[config.mk]
export PLATFORM = sky130hd
export DESIGN_NAME = relay_pulse_sequencer_with_interlock_top
export DESIGN_NICKNAME = d
export VERILOG_FILES = /design/src/hdl/rps_pkg.sv /design/src/hdl/rps_datapath.sv /design/src/hdl/rps_ctrl.sv /design/src/hdl/relay_pulse_sequencer_with_interlock_top.sv
export SDC_FILE = /design/constraint.sdc
export NUM_CORES = 2
export LEC_CHECK = 0
export BUFFER_PORTS_ARGS = -buffer_cell sky130_fd_sc_hd__buf_4
export CELL_PAD_IN_SITES_DETAIL_PLACEMENT = 1
export CELL_PAD_IN_SITES_GLOBAL_PLACEMENT = 2
export CORE_MARGIN = 2
export CORE_UTILIZATION = 35
export CTS_CLUSTER_DIAMETER = 30
export DETAILED_ROUTE_END_ITERATION = 12
export PLACE_DENSITY = 0.9
export SYNTH_ARGS = -nofsm -noshare
export SYNTH_HDL_FRONTEND = slang
export SYNTH_SLANG_ARGS = --single-unit
[constraint.sdc]
create_clock -name i_clk -period 8.85 [get_ports i_clk]
set_input_delay 0 -clock i_clk [delete_from_list [all_inputs] [get_ports i_clk]]
set_output_delay 0 -clock i_clk [all_outputs]
set_load 0.02 [all_outputs]
[src/hdl/rps_pkg.sv]
package rps_pkg;
    localparam int SLOT_COUNT_DEF = 4;

    localparam logic [2:0] PH_IDLE   = 3'd0;
    localparam logic [2:0] PH_START  = 3'd1;
    localparam logic [2:0] PH_ACTIVE = 3'd2;
    localparam logic [2:0] PH_END    = 3'd3;
    localparam logic [2:0] PH_WAIT   = 3'd4;
    localparam logic [2:0] PH_CHECK  = 3'd5;
    localparam logic [2:0] PH_DONE   = 3'd6;
    localparam logic [2:0] PH_FAIL   = 3'd7;

    localparam logic [3:0] ST_OK        = 4'd0;
    localparam logic [3:0] ST_BADCH     = 4'd1;
    localparam logic [3:0] ST_POWER     = 4'd2;
    localparam logic [3:0] ST_BUSY      = 4'd3;
    localparam logic [3:0] ST_INTERLOCK = 4'd4;
    localparam logic [3:0] ST_DEBOUNCE  = 4'd5;
    localparam logic [3:0] ST_INTERF    = 4'd6;
    localparam logic [3:0] ST_ALARM     = 4'd7;
    localparam logic [3:0] ST_NOACT     = 4'd8;

    localparam logic [2:0] CMD_TICK  = 3'd0;
    localparam logic [2:0] CMD_EVENT = 3'd1;
    localparam logic [2:0] CMD_OPEN  = 3'd2;
    localparam logic [2:0] CMD_CLOSE = 3'd3;
    localparam logic [2:0] CMD_CLEAR = 3'd4;

    localparam logic [1:0] REL_OFF = 2'd0;
    localparam logic [1:0] REL_ON  = 2'd1;
    localparam logic [1:0] REL_ERR = 2'd2;

    localparam logic [1:0] REG_PULSE = 2'd0;
    localparam logic [1:0] REG_FBDLY = 2'd1;
    localparam logic [1:0] REG_DEBNC = 2'd2;
    localparam logic [1:0] REG_INTWN = 2'd3;

    // controller -> datapath
    typedef struct packed {
        logic load;     // latch input word
        logic decide;   // run command decode (event/start/clear)
        logic slot_go;  // advance the slot under the cursor
        logic publish;  // copy status/state to output register
    } t_cmd;

    // datapath -> controller
    typedef struct packed {
        logic is_tick;
        logic last_slot;
    } t_sts;
endpackage

[src/hdl/rps_datapath.sv]
module rps_datapath #(
    parameter int SLOT_COUNT = rps_pkg::SLOT_COUNT_DEF
) (
    input  logic             i_clk,
    input  logic             i_rst_n,
    input  rps_pkg::t_cmd    i_cmd,
    output rps_pkg::t_sts    o_sts,
    input  logic [2:0]       i_command,
    input  logic [2:0]       i_channel,
    input  logic             i_enable_level,
    input  logic [31:0]      i_now_ms,
    input  logic [8:0]       i_feedback_pins,
    input  logic [2:0]       i_enable_pins,
    input  logic             i_system_alarm,
    input  logic [5:0]       i_contact_alarms,
    input  logic             i_power_alarm,
    input  logic             i_cfg_we,
    input  logic [1:0]       i_cfg_idx,
    input  logic [15:0]      i_cfg_data,
    output logic [15:0]      o_cfg_rdata,
    output logic [3:0]       o_status,
    output logic [11:0]      o_drive_lines,
    output logic [5:0]       o_channel_states,
    output logic [2:0]       o_busy_mask,
    output logic [31:0]      o_ops_started,
    output logic [31:0]      o_ops_completed,
    output logic [31:0]      o_ops_failed,
    output logic [31:0]      o_interference_count,
    output logic [31:0]      o_filtered_count
);
    localparam int SW = (SLOT_COUNT > 1) ? $clog2(SLOT_COUNT) : 1;

    logic [15:0] r_pulse, r_fbdly, r_debnc, r_intwn;
    logic [2:0]  r_phase [SLOT_COUNT];
    logic [1:0]  r_sch   [SLOT_COUNT];
    logic        r_sopen [SLOT_COUNT];
    logic [31:0] r_sstart[SLOT_COUNT];
    logic [1:0]  r_rstate[3];
    logic [31:0] r_lacc[3], r_levt[3];
    logic [11:0] r_drive;
    logic [31:0] r_started, r_completed, r_failed, r_interf, r_filtered;
    logic [SW-1:0] r_cur;
    logic [3:0]  r_status;

    // latched input word
    logic [2:0]  r_cmd_in, r_ch_in;
    logic        r_lvl, r_sys, r_pwr;
    logic [31:0] r_now;
    logic [8:0]  r_fb;
    logic [2:0]  r_en;
    logic [5:0]  r_calm;

    // result word, held while the receiver stalls
    logic [3:0]  r_out_status;
    logic [5:0]  r_out_states;
    logic [2:0]  r_out_busy;
    logic [11:0] r_out_drive;
    logic [31:0] r_out_started, r_out_completed, r_out_failed;
    logic [31:0] r_out_interf, r_out_filtered;

    always_comb begin
        case (i_cfg_idx)
            rps_pkg::REG_PULSE: o_cfg_rdata = r_pulse;
            rps_pkg::REG_FBDLY: o_cfg_rdata = r_fbdly;
            rps_pkg::REG_DEBNC: o_cfg_rdata = r_debnc;
            default:            o_cfg_rdata = r_intwn;
        endcase
    end

    // per-channel helpers on latched word
    logic [2:0] busy_vec;
    logic       have_free;
    logic [SW-1:0] free_idx;
    always_comb begin
        busy_vec  = 3'b000;
        have_free = 1'b0;
        free_idx  = '0;
        for (int i = SLOT_COUNT - 1; i >= 0; i--) begin
            if (r_phase[i] == rps_pkg::PH_IDLE) begin
                have_free = 1'b1;
                free_idx  = SW'(i);
            end else if (r_sch[i] != 2'd0) begin
                busy_vec[r_sch[i] - 2'd1] = 1'b1;
            end
        end
    end

    logic       ch_ok;
    logic [1:0] chi;
    logic [2:0] fbc;
    logic       ilock;
    logic [1:0] recent;
    logic       deb_hit;
    logic       alarm;
    always_comb begin
        ch_ok = (r_ch_in != 3'd0) && (r_ch_in <= 3'd3);
        chi   = ch_ok ? 2'(r_ch_in - 3'd1) : 2'd0;
        fbc   = r_fb[3*chi +: 3];
        ilock = 1'b0;
        for (int o = 0; o < 3; o++) begin
            if (o != chi && (!r_en[o] || r_fb[3*o +: 3] != 3'd0)) ilock = 1'b1;
        end
        recent = 2'd0;
        for (int o = 0; o < 3; o++) begin
            if ((r_now - r_levt[o]) < {16'd0, r_intwn}) recent = recent + 2'd1;
        end
        deb_hit = (r_now - r_lacc[chi]) < {16'd0, r_debnc};
        alarm   = r_sys || (r_calm != 6'd0) || r_pwr;
    end

    // slot under cursor
    logic [2:0]  cph;
    logic [1:0]  cch;
    logic        copen;
    logic [31:0] elapsed;
    logic [2:0]  cfb;
    logic [11:0] cmask;
    always_comb begin
        cph     = r_phase[r_cur];
        cch     = r_sch[r_cur];
        copen   = r_sopen[r_cur];
        elapsed = r_now - r_sstart[r_cur];
        cfb     = r_fb[3*(cch - 2'd1) +: 3];
        cmask   = (copen ? 12'h005 : 12'h00A) << (4*(cch - 2'd1));
    end

    assign o_sts.is_tick   = (r_cmd_in == rps_pkg::CMD_TICK);
    assign o_sts.last_slot = (r_cur == SW'(SLOT_COUNT - 1));

    always_ff @(posedge i_clk) begin
        if (!i_rst_n) begin
            r_pulse <= 16'd500; r_fbdly <= 16'd500;
            r_debnc <= 16'd50;  r_intwn <= 16'd100;
            for (int i = 0; i < SLOT_COUNT; i++) begin
                r_phase[i] <= rps_pkg::PH_IDLE; r_sch[i] <= 2'd0;
                r_sopen[i] <= 1'b0; r_sstart[i] <= 32'd0;
            end
            for (int c = 0; c < 3; c++) begin
                r_rstate[c] <= rps_pkg::REL_OFF;
                r_lacc[c] <= 32'd0; r_levt[c] <= 32'd0;
            end
            r_drive <= 12'hFFF;
            r_started <= '0; r_completed <= '0; r_failed <= '0;
            r_interf <= '0; r_filtered <= '0;
            r_cur <= '0; r_status <= rps_pkg::ST_OK;
            r_out_status <= rps_pkg::ST_OK; r_out_states <= '0; r_out_busy <= '0;
            r_out_drive <= 12'hFFF;
            r_out_started <= '0; r_out_completed <= '0; r_out_failed <= '0;
            r_out_interf <= '0; r_out_filtered <= '0;
        end else begin
            if (i_cfg_we) begin
                case (i_cfg_idx)
                    rps_pkg::REG_PULSE: r_pulse <= i_cfg_data;
                    rps_pkg::REG_FBDLY: r_fbdly <= i_cfg_data;
                    rps_pkg::REG_DEBNC: r_debnc <= i_cfg_data;
                    default:            r_intwn <= i_cfg_data;
                endcase
            end
            if (i_cmd.load) begin
                r_cmd_in <= i_command; r_ch_in <= i_channel; r_lvl <= i_enable_level;
                r_now <= i_now_ms; r_fb <= i_feedback_pins; r_en <= i_enable_pins;
                r_sys <= i_system_alarm; r_calm <= i_contact_alarms;
                r_pwr <= i_power_alarm;
                r_cur <= '0;
            end
            if (i_cmd.decide) begin : dec
                logic do_start, is_open;
                do_start = 1'b0; is_open = 1'b0;
                r_status <= rps_pkg::ST_OK;
                case (r_cmd_in)
                    rps_pkg::CMD_TICK: ;
                    rps_pkg::CMD_EVENT: begin
                        if (!ch_ok) begin
                            r_filtered <= r_filtered + 32'd1;
                            r_status <= rps_pkg::ST_BADCH;
                        end else if (deb_hit) begin
                            r_filtered <= r_filtered + 32'd1;
                            r_status <= rps_pkg::ST_DEBOUNCE;
                        end else if (recent >= 2'd2) begin
                            r_filtered <= r_filtered + 32'd1;
                            r_interf <= r_interf + 32'd1;
                            r_status <= rps_pkg::ST_INTERF;
                        end else if (alarm) begin
                            r_status <= rps_pkg::ST_ALARM;
                        end else begin
                            r_lacc[chi] <= r_now; r_levt[chi] <= r_now;
                            if (!r_lvl && fbc != 3'd7) begin
                                do_start = 1'b1; is_open = 1'b1;
                            end else if (r_lvl && fbc == 3'd7) begin
                                do_start = 1'b1;
                            end else begin
                                r_status <= rps_pkg::ST_NOACT;
                            end
                        end
                    end
                    rps_pkg::CMD_OPEN:  begin do_start = 1'b1; is_open = 1'b1; end
                    rps_pkg::CMD_CLOSE: do_start = 1'b1;
                    rps_pkg::CMD_CLEAR: begin
                        if (!ch_ok) r_status <= rps_pkg::ST_BADCH;
                        else if (r_rstate[chi] == rps_pkg::REL_ERR)
                            r_rstate[chi] <= rps_pkg::REL_OFF;
                    end
                    default: r_status <= rps_pkg::ST_NOACT;
                endcase
                if (do_start) begin
                    if (!ch_ok) r_status <= rps_pkg::ST_BADCH;
                    else if (is_open && r_pwr) r_status <= rps_pkg::ST_POWER;
                    else if (busy_vec[chi]) r_status <= rps_pkg::ST_BUSY;
                    else if (is_open && ilock) r_status <= rps_pkg::ST_INTERLOCK;
                    else if (!have_free) r_status <= rps_pkg::ST_BUSY;
                    else begin
                        r_phase[free_idx]  <= rps_pkg::PH_START;
                        r_sch[free_idx]    <= r_ch_in[1:0];
                        r_sopen[free_idx]  <= is_open;
                        r_sstart[free_idx] <= r_now;
                        r_started <= r_started + 32'd1;
                        r_status <= rps_pkg::ST_OK;
                    end
                end
            end
            if (i_cmd.slot_go) begin
                r_cur <= r_cur + SW'(1);
                if (cph != rps_pkg::PH_IDLE) begin
                    if (cch == 2'd0) begin
                        r_phase[r_cur] <= rps_pkg::PH_IDLE;
                    end else begin
                        case (cph)
                            rps_pkg::PH_START: begin
                                r_drive <= r_drive & ~cmask;
                                r_phase[r_cur] <= rps_pkg::PH_ACTIVE;
                                r_sstart[r_cur] <= r_now;
                            end
                            rps_pkg::PH_ACTIVE: if (elapsed >= {16'd0, r_pulse}) begin
                                r_phase[r_cur] <= rps_pkg::PH_END;
                                r_sstart[r_cur] <= r_now;
                            end
                            rps_pkg::PH_END: begin
                                r_drive <= r_drive | cmask;
                                r_phase[r_cur] <= rps_pkg::PH_WAIT;
                                r_sstart[r_cur] <= r_now;
                            end
                            rps_pkg::PH_WAIT: if (elapsed >= {16'd0, r_fbdly}) begin
                                r_phase[r_cur] <= rps_pkg::PH_CHECK;
                                r_sstart[r_cur] <= r_now;
                            end
                            rps_pkg::PH_CHECK: begin
                                if (copen ? (cfb == 3'd7) : (cfb == 3'd0)) begin
                                    r_rstate[cch - 2'd1] <= copen ? rps_pkg::REL_ON
                                                                  : rps_pkg::REL_OFF;
                                    r_phase[r_cur] <= rps_pkg::PH_DONE;
                                    r_completed <= r_completed + 32'd1;
                                end else begin
                                    r_rstate[cch - 2'd1] <= rps_pkg::REL_ERR;
                                    r_phase[r_cur] <= rps_pkg::PH_FAIL;
                                    r_failed <= r_failed + 32'd1;
                                end
                            end
                            default: begin
                                r_phase[r_cur] <= rps_pkg::PH_IDLE;
                                r_sch[r_cur] <= 2'd0;
                            end
                        endcase
                    end
                end
            end
            if (i_cmd.publish) begin
                r_out_status    <= r_status;
                r_out_states    <= {r_rstate[2], r_rstate[1], r_rstate[0]};
                r_out_busy      <= busy_vec;
                r_out_drive     <= r_drive;
                r_out_started   <= r_started;
                r_out_completed <= r_completed;
                r_out_failed    <= r_failed;
                r_out_interf    <= r_interf;
                r_out_filtered  <= r_filtered;
            end
        end
    end

    assign o_status             = r_out_status;
    assign o_channel_states     = r_out_states;
    assign o_busy_mask          = r_out_busy;
    assign o_drive_lines        = r_out_drive;
    assign o_ops_started        = r_out_started;
    assign o_ops_completed      = r_out_completed;
    assign o_ops_failed         = r_out_failed;
    assign o_interference_count = r_out_interf;
    assign o_filtered_count     = r_out_filtered;
endmodule

[src/hdl/rps_ctrl.sv]
module rps_ctrl (
    input  logic          i_clk,
    input  logic          i_rst_n,
    input  logic          i_valid,
    output logic          o_stall,
    output logic          o_valid,
    input  logic          i_stall,
    output rps_pkg::t_cmd o_cmd,
    input  rps_pkg::t_sts i_sts
);
    localparam logic [2:0] S_IDLE = 3'd0;
    localparam logic [2:0] S_DEC  = 3'd1;
    localparam logic [2:0] S_SLOT = 3'd2;
    localparam logic [2:0] S_PUB  = 3'd3;

    logic [2:0] r_state, n_state;
    logic       r_ovalid, n_ovalid;

    always_comb begin
        n_state  = r_state;
        n_ovalid = r_ovalid;
        o_cmd    = '0;
        o_stall  = 1'b1;
        if (r_ovalid && !i_stall) n_ovalid = 1'b0;
        case (r_state)
            S_IDLE: begin
                o_stall = 1'b0;
                if (i_valid) begin
                    o_cmd.load = 1'b1;
                    n_state = S_DEC;
                end
            end
            S_DEC: begin
                o_cmd.decide = 1'b1;
                n_state = i_sts.is_tick ? S_SLOT : S_PUB;
            end
            S_SLOT: begin
                o_cmd.slot_go = 1'b1;
                if (i_sts.last_slot) n_state = S_PUB;
            end
            S_PUB: begin
                if (!n_ovalid) begin
                    o_cmd.publish = 1'b1;
                    n_ovalid = 1'b1;
                    n_state = S_IDLE;
                end
            end
            default: n_state = S_IDLE;
        endcase
    end

    always_ff @(posedge i_clk) begin
        if (!i_rst_n) begin
            r_state  <= S_IDLE;
            r_ovalid <= 1'b0;
        end else begin
            r_state  <= n_state;
            r_ovalid <= n_ovalid;
        end
    end

    assign o_valid = r_ovalid;
endmodule

[src/hdl/relay_pulse_sequencer_with_interlock_top.sv]
// Relay pulse sequencer with interlock for three latching relay channels.
// Input channel: one word per command (tick, enable event, start open,
// start close, clear error), taken when i_valid is high and o_stall low.
// Output channel: one result word per input word, o_valid/i_stall.
// Steps: a non-tick word is loaded, decoded and published; a tick is loaded,
// decoded, walked through every operation slot by a single shared slot
// update unit in slot order, and published.  The next word is taken
// in the cycle after publish, so the output register decouples the sides.
// If the receiver stalls, the whole result word holds; a following word is
// still processed and waits at publish until the output register frees.
// Synchronous active-low reset restores register defaults (500/500/50/100
// ms), idles every slot, sets relays off and all drive lines high.
// APB registers at byte offsets 0,4,8,12; pready is always high.
module relay_pulse_sequencer_with_interlock_top #(
    parameter int SLOT_COUNT = rps_pkg::SLOT_COUNT_DEF
) (
    input  logic        i_clk,
    input  logic        i_rst_n,
    input  logic        i_valid,
    output logic        o_stall,
    input  logic [2:0]  i_command,
    input  logic [2:0]  i_channel,
    input  logic        i_enable_level,
    input  logic [31:0] i_now_ms,
    input  logic [8:0]  i_feedback_pins,
    input  logic [2:0]  i_enable_pins,
    input  logic        i_system_alarm,
    input  logic [5:0]  i_contact_alarms,
    input  logic        i_power_alarm,
    output logic        o_valid,
    input  logic        i_stall,
    output logic [3:0]  o_status,
    output logic [11:0] o_drive_lines,
    output logic [5:0]  o_channel_states,
    output logic [2:0]  o_busy_mask,
    output logic [31:0] o_ops_started,
    output logic [31:0] o_ops_completed,
    output logic [31:0] o_ops_failed,
    output logic [31:0] o_interference_count,
    output logic [31:0] o_filtered_count,
    input  logic        psel,
    input  logic        penable,
    input  logic        pwrite,
    input  logic [3:0]  paddr,
    input  logic [31:0] pwdata,
    output logic [31:0] prdata,
    output logic        pready
);
    rps_pkg::t_cmd cmd;
    rps_pkg::t_sts sts;
    logic [15:0]   cfg_rdata;

    assign pready = 1'b1;
    assign prdata = {16'd0, cfg_rdata};

    rps_ctrl u_ctrl (
        .i_clk(i_clk), .i_rst_n(i_rst_n),
        .i_valid(i_valid), .o_stall(o_stall),
        .o_valid(o_valid), .i_stall(i_stall),
        .o_cmd(cmd), .i_sts(sts)
    );

    rps_datapath #(.SLOT_COUNT(SLOT_COUNT)) u_dp (
        .i_clk(i_clk), .i_rst_n(i_rst_n),
        .i_cmd(cmd), .o_sts(sts),
        .i_command(i_command), .i_channel(i_channel),
        .i_enable_level(i_enable_level), .i_now_ms(i_now_ms),
        .i_feedback_pins(i_feedback_pins), .i_enable_pins(i_enable_pins),
        .i_system_alarm(i_system_alarm), .i_contact_alarms(i_contact_alarms),
        .i_power_alarm(i_power_alarm),
        // paddr[1:0] ignored: word-aligned registers
        .i_cfg_we(psel && penable && pwrite && pready),
        .i_cfg_idx(paddr[3:2]), .i_cfg_data(pwdata[15:0]),
        .o_cfg_rdata(cfg_rdata),
        .o_status(o_status), .o_drive_lines(o_drive_lines),
        .o_channel_states(o_channel_states), .o_busy_mask(o_busy_mask),
        .o_ops_started(o_ops_started), .o_ops_completed(o_ops_completed),
        .o_ops_failed(o_ops_failed), .o_interference_count(o_interference_count),
        .o_filtered_count(o_filtered_count)
    );
endmodule

==> run summary <==
The flow ran to the end, and the final reports show no timing, DRC or antenna violations. For the worst setup path, the data required time is 9.38 ns. The wire length reported by the detailed router came out at 169,000 um. The startpoint of the worst setup timing path is u_dp.r_ch_in[0]$_DFFE_PP_.

Setup total negative slack on the finished layout was measured at 0 ns. Across the routed clock network, the largest skew measured is 0.0816 ns. The I/O pin total came out at 322. The initial antenna violation count came out at 3. The die width is 362 um. The sequential cell area came out at 0.0188 mm^2. After technology mapping, the gate count stands at 5,018.

The cell with the largest stage delay on the worst path is sky130_fd_sc_hd__or4_1. The data arrival at the endpoint of the critical path is 8.96 ns. The area of the die is 0.131 mm^2. The post-synthesis average cell area is 8.91 um^2. The post-detailed-route count of antenna-violating nets came out at 0.

The number of clock sinks seen by CTS came out at 767. For this run, the leading register cell type out of synthesis is sky130_fd_sc_hd__dfxtp_1. The completed layout was analyzed and its total power is 14,500 uW. The register with the most flip-flops in the layout has 128 of them. The number of max-slew violations in the final report came out at 0. The largest driver fanout on the critical path came out at 32. The number of vias per cell after detailed routing is 5.72. The clock transition at the register clock pins on the worst setup and hold paths after CTS is 0.05 ns. The power density over the cells is 256 mW/mm^2. The kind of cell adding the most delay to the critical path is simple AND/OR/NAND/NOR gates. In the post-synthesis netlist, the cell with the most instances is sky130_fd_sc_hd__nand2_1.

Counting stages on the worst path, the most repeated cell is sky130_fd_sc_hd__a21oi_1. The total buffers and inverters traversed by the critical path is 2. In the finished design, the share of the clock period the worst path needs comes to 95.2%. The initial core utilization is 35.2%.

The shortest period the worst path allows is 8.42 ns. Hold timing on the final database bottoms out at a slack of 0.0420 ns. For this run the aggregate overflow at the end of global routing stands at 0. The final layout net count is 5,796. Yosys attributes the largest share of cell area to sky130_fd_sc_hd__edfxtp_1 23%, sky130_fd_sc_hd__dfxtp_1 19%, sky130_fd_sc_hd__ha_1 7.3%, sky130_fd_sc_hd__nand2_1 6.9%, sky130_fd_sc_hd__a21oi_1 5.3%. The worst setup path is launched from a register. The relative area change from synthesis to final layout came out at 26.5%. The final critical-path setup slack came out at 0.426 ns. The peak clock frequency supported by timing is 0.119 GHz. The number of cells on the critical path came out at 29.

The final estimated routing congestion in global placement came out at 0.927. In this run the critical register-to-register path is launched from u_dp.r_ch_in[0]$_DFFE_PP_. The worst register-to-register path ends at u_dp.r_sstart[2][6]$_SDFFCE_PN0P_. The later pin in the worst-skew pair is clocked with a latency of 0.82 ns.

Setup violations remaining at the end of the flow were counted as 0. The detailed-route via count is 41.5k. The count of synthesis-stage warnings from yosys came out at 0. In this run the register-to-register setup slack is 0.43 ns. The register with the highest flop count is u_dp.r_sstart. The cell area after synthesis came out at 0.0447 mm^2. The ratio of cells with drive above 1 in the final layout is 14.2%.

The filler-free cell count of the finished design is 7,248. The count of TritonRoute iterations in the first routing pass is 7. Setup repair after global routing left no endpoint under its margin. The first-pass GRT wire length is 259,000 um. For this block, the initial DRC count from the detailed router was 3,204. The synthesized netlist devotes 19.6% of its cell area to simple gates. The worst setup timing slack at the placement stage came out at 0.536 ns. TritonCTS built the clock tree. The multiplexer area fraction after synthesis is 4.72%. The clock tree synthesis step divided the H-tree into 4 levels. The measured slew at the worst slew-check pin came out at 1.17 ns. The largest registers in the layout are u_dp.r_sstart (128), u_dp.r_levt (96).

The maximum number of buffers from clock root to sink is 3. The number of failing hold endpoints at the final stage is 0. The remaining routing DRC violations is 0.

The synthesized netlist devotes 17.4% of its cell area to compound gates. The number of buffer cells added on primary ports is 286. Summed over all instances, the cell type with the most area after synthesis is sky130_fd_sc_hd__edfxtp_1.

The largest net degree at the start of global routing is 102. The post-synthesis share of cell area spent on xor and xnor gates is 3.39%. Headroom to the max-slew limit came out at 21.8%. The number of rows in the core area is 131. Counting distinct cell types in the post-synthesis netlist gives 100. The via count of the first global-routing pass is 43.4k.

STA classifies the critical path endpoint as a register. After synthesis, flip-flops and latches occupy 42.0% of the total area. The number of stages on the worst hold path came out at 2. The adder-cell share of the synthesized area came out at 7.60%.

The combinational family with the most area after synthesis is simple AND/OR/NAND/NOR gates. The filler cell count is 14.5k. Clock tree synthesis selected as its root buffer the cell sky130_fd_sc_hd__clkbuf_16. By count the netlist is led by 817 x sky130_fd_sc_hd__nand2_1, 473 x sky130_fd_sc_hd__a21oi_1, 423 x sky130_fd_sc_hd__dfxtp_1, 344 x sky130_fd_sc_hd__edfxtp_1, 295 x sky130_fd_sc_hd__inv_1. The floorplan core area came out at 0.127 mm^2. Yosys mapped a number of flops with a built-in enable equal to 344.

The worst setup path is of the register to register kind. The share of the synthesized area in the top cell type is 23.1%. The peak supply drop is 0.193 mV. The HPWL after detailed placement is 119,000 um. In the global route stage, overall resource usage came out at 25.2%. The path class of the lowest-slack min-delay path is input pin to register. The number of buffers added by the clock tree synthesis step is 182. The depth of the worst register-to-register path is 29.

The total instance count after detailed placement is 6,761. Max-cap violations in this run came to 0. The largest incremental delay on the critical path is 0.73 ns.

The wire length per cell is 23.3 um. After synthesis the netlist holds a flip-flop and latch count of 767. The floorplan step set the die height to 362 um. The async set or reset register ratio after synthesis is 0%.

The most critical setup path has its endpoint at u_dp.r_sstart[2][6]$_SDFFCE_PN0P_. The area of the multi-input gates came out at 0.0237 mm^2. The standby leakage power is 0.0214 uW.
## area by class of cell
cell class	instances	share of cell area [%]
diodes	3	0.0133
clock buffers	227	8.78
clock inverters	113	3.01
inverters	298	1.99
multi-input cells	3673	41.9
flip-flops and latches	767	33.2
well taps	1662	3.68
repair buffers	505	7.39
## worst min-delay path by stage
stage / startpoint / end
floorplan: i_contact_alarms[0] / u_dp.r_calm[0]$_DFFE_PP_
global placement: i_contact_alarms[0] / u_dp.r_calm[0]$_DFFE_PP_
detailed placement: i_contact_alarms[2] / u_dp.r_calm[2]$_DFFE_PP_
CTS: i_command[1] / u_dp.r_cmd_in[1]$_DFFE_PP_
global route: i_command[1] / u_dp.r_cmd_in[1]$_DFFE_PP_
finish: i_command[1] / u_dp.r_cmd_in[1]$_DFFE_PP_
## cell families (layout without fill, tap and decap cells)
logic type	count (synthesis)	after routing
buffers and inverters	593	1143
adders and majority gates	269	269
other	2	20
and+or+nand+nor	1860	1860
DFF	767	767
xor gates and xnor gates	173	173
muxes	140	140
AOI/OAI and AO/OA	1214	1214
## layer usage
metal  track usage (%)  up-vias  routed length (um)
met1              30.7    20762               69300
met4              10.7        0                6840
li1                  -    19103                   -
met2              43.8     1285               83300
met3              4.37      301                9710
met5                 0        -                   0
## timing repair
| item | 4_1_cts | 5_1_grt |
|---|---|---|
| hold endpoints to repair | 284 | 0 |
| setup endpoints to repair | 0 | 12 |
| setup buffers | 0 | 0 |
| hold buffers | 144 | 0 |
| gates resized for setup | 0 | 1 |
## power breakdown
part / internal, uW / switching [uW] / total [uW]
combinational: 1200 / 2100 / 3300
sequential: 3850 / 152 / 4000
clock: 4860 / 2310 / 7170
## cells in the final DEF, fill, tap and decap left out, types with 85 or more instances in the layout
cell type and n:
sky130_fd_sc_hd__a211oi_1 102, sky130_fd_sc_hd__a21oi_1 473, sky130_fd_sc_hd__buf_4 358, sky130_fd_sc_hd__clkbuf_16 185
sky130_fd_sc_hd__dfxtp_1 421, sky130_fd_sc_hd__dlygate4sd3_1 144, sky130_fd_sc_hd__edfxtp_1 344, sky130_fd_sc_hd__ha_1 261
sky130_fd_sc_hd__inv_1 294, sky130_fd_sc_hd__nand2_1 816, sky130_fd_sc_hd__nand3_1 132, sky130_fd_sc_hd__nand4_1 88
sky130_fd_sc_hd__nor2_1 278, sky130_fd_sc_hd__nor3_1 165, sky130_fd_sc_hd__o21ai_0 167, sky130_fd_sc_hd__xnor2_1 85
sky130_fd_sc_hd__xor2_1 88
## metrics by stage
step / utilization, % / area [um^2]
detailed placement: 38.1 / 48500
CTS: 44.5 / 56600
finish: 44.5 / 56600
global route: 44.5 / 56600
global placement: 38.1 / 48500
floorplan: - / 44800
Power figures use the tool's default switching activity.
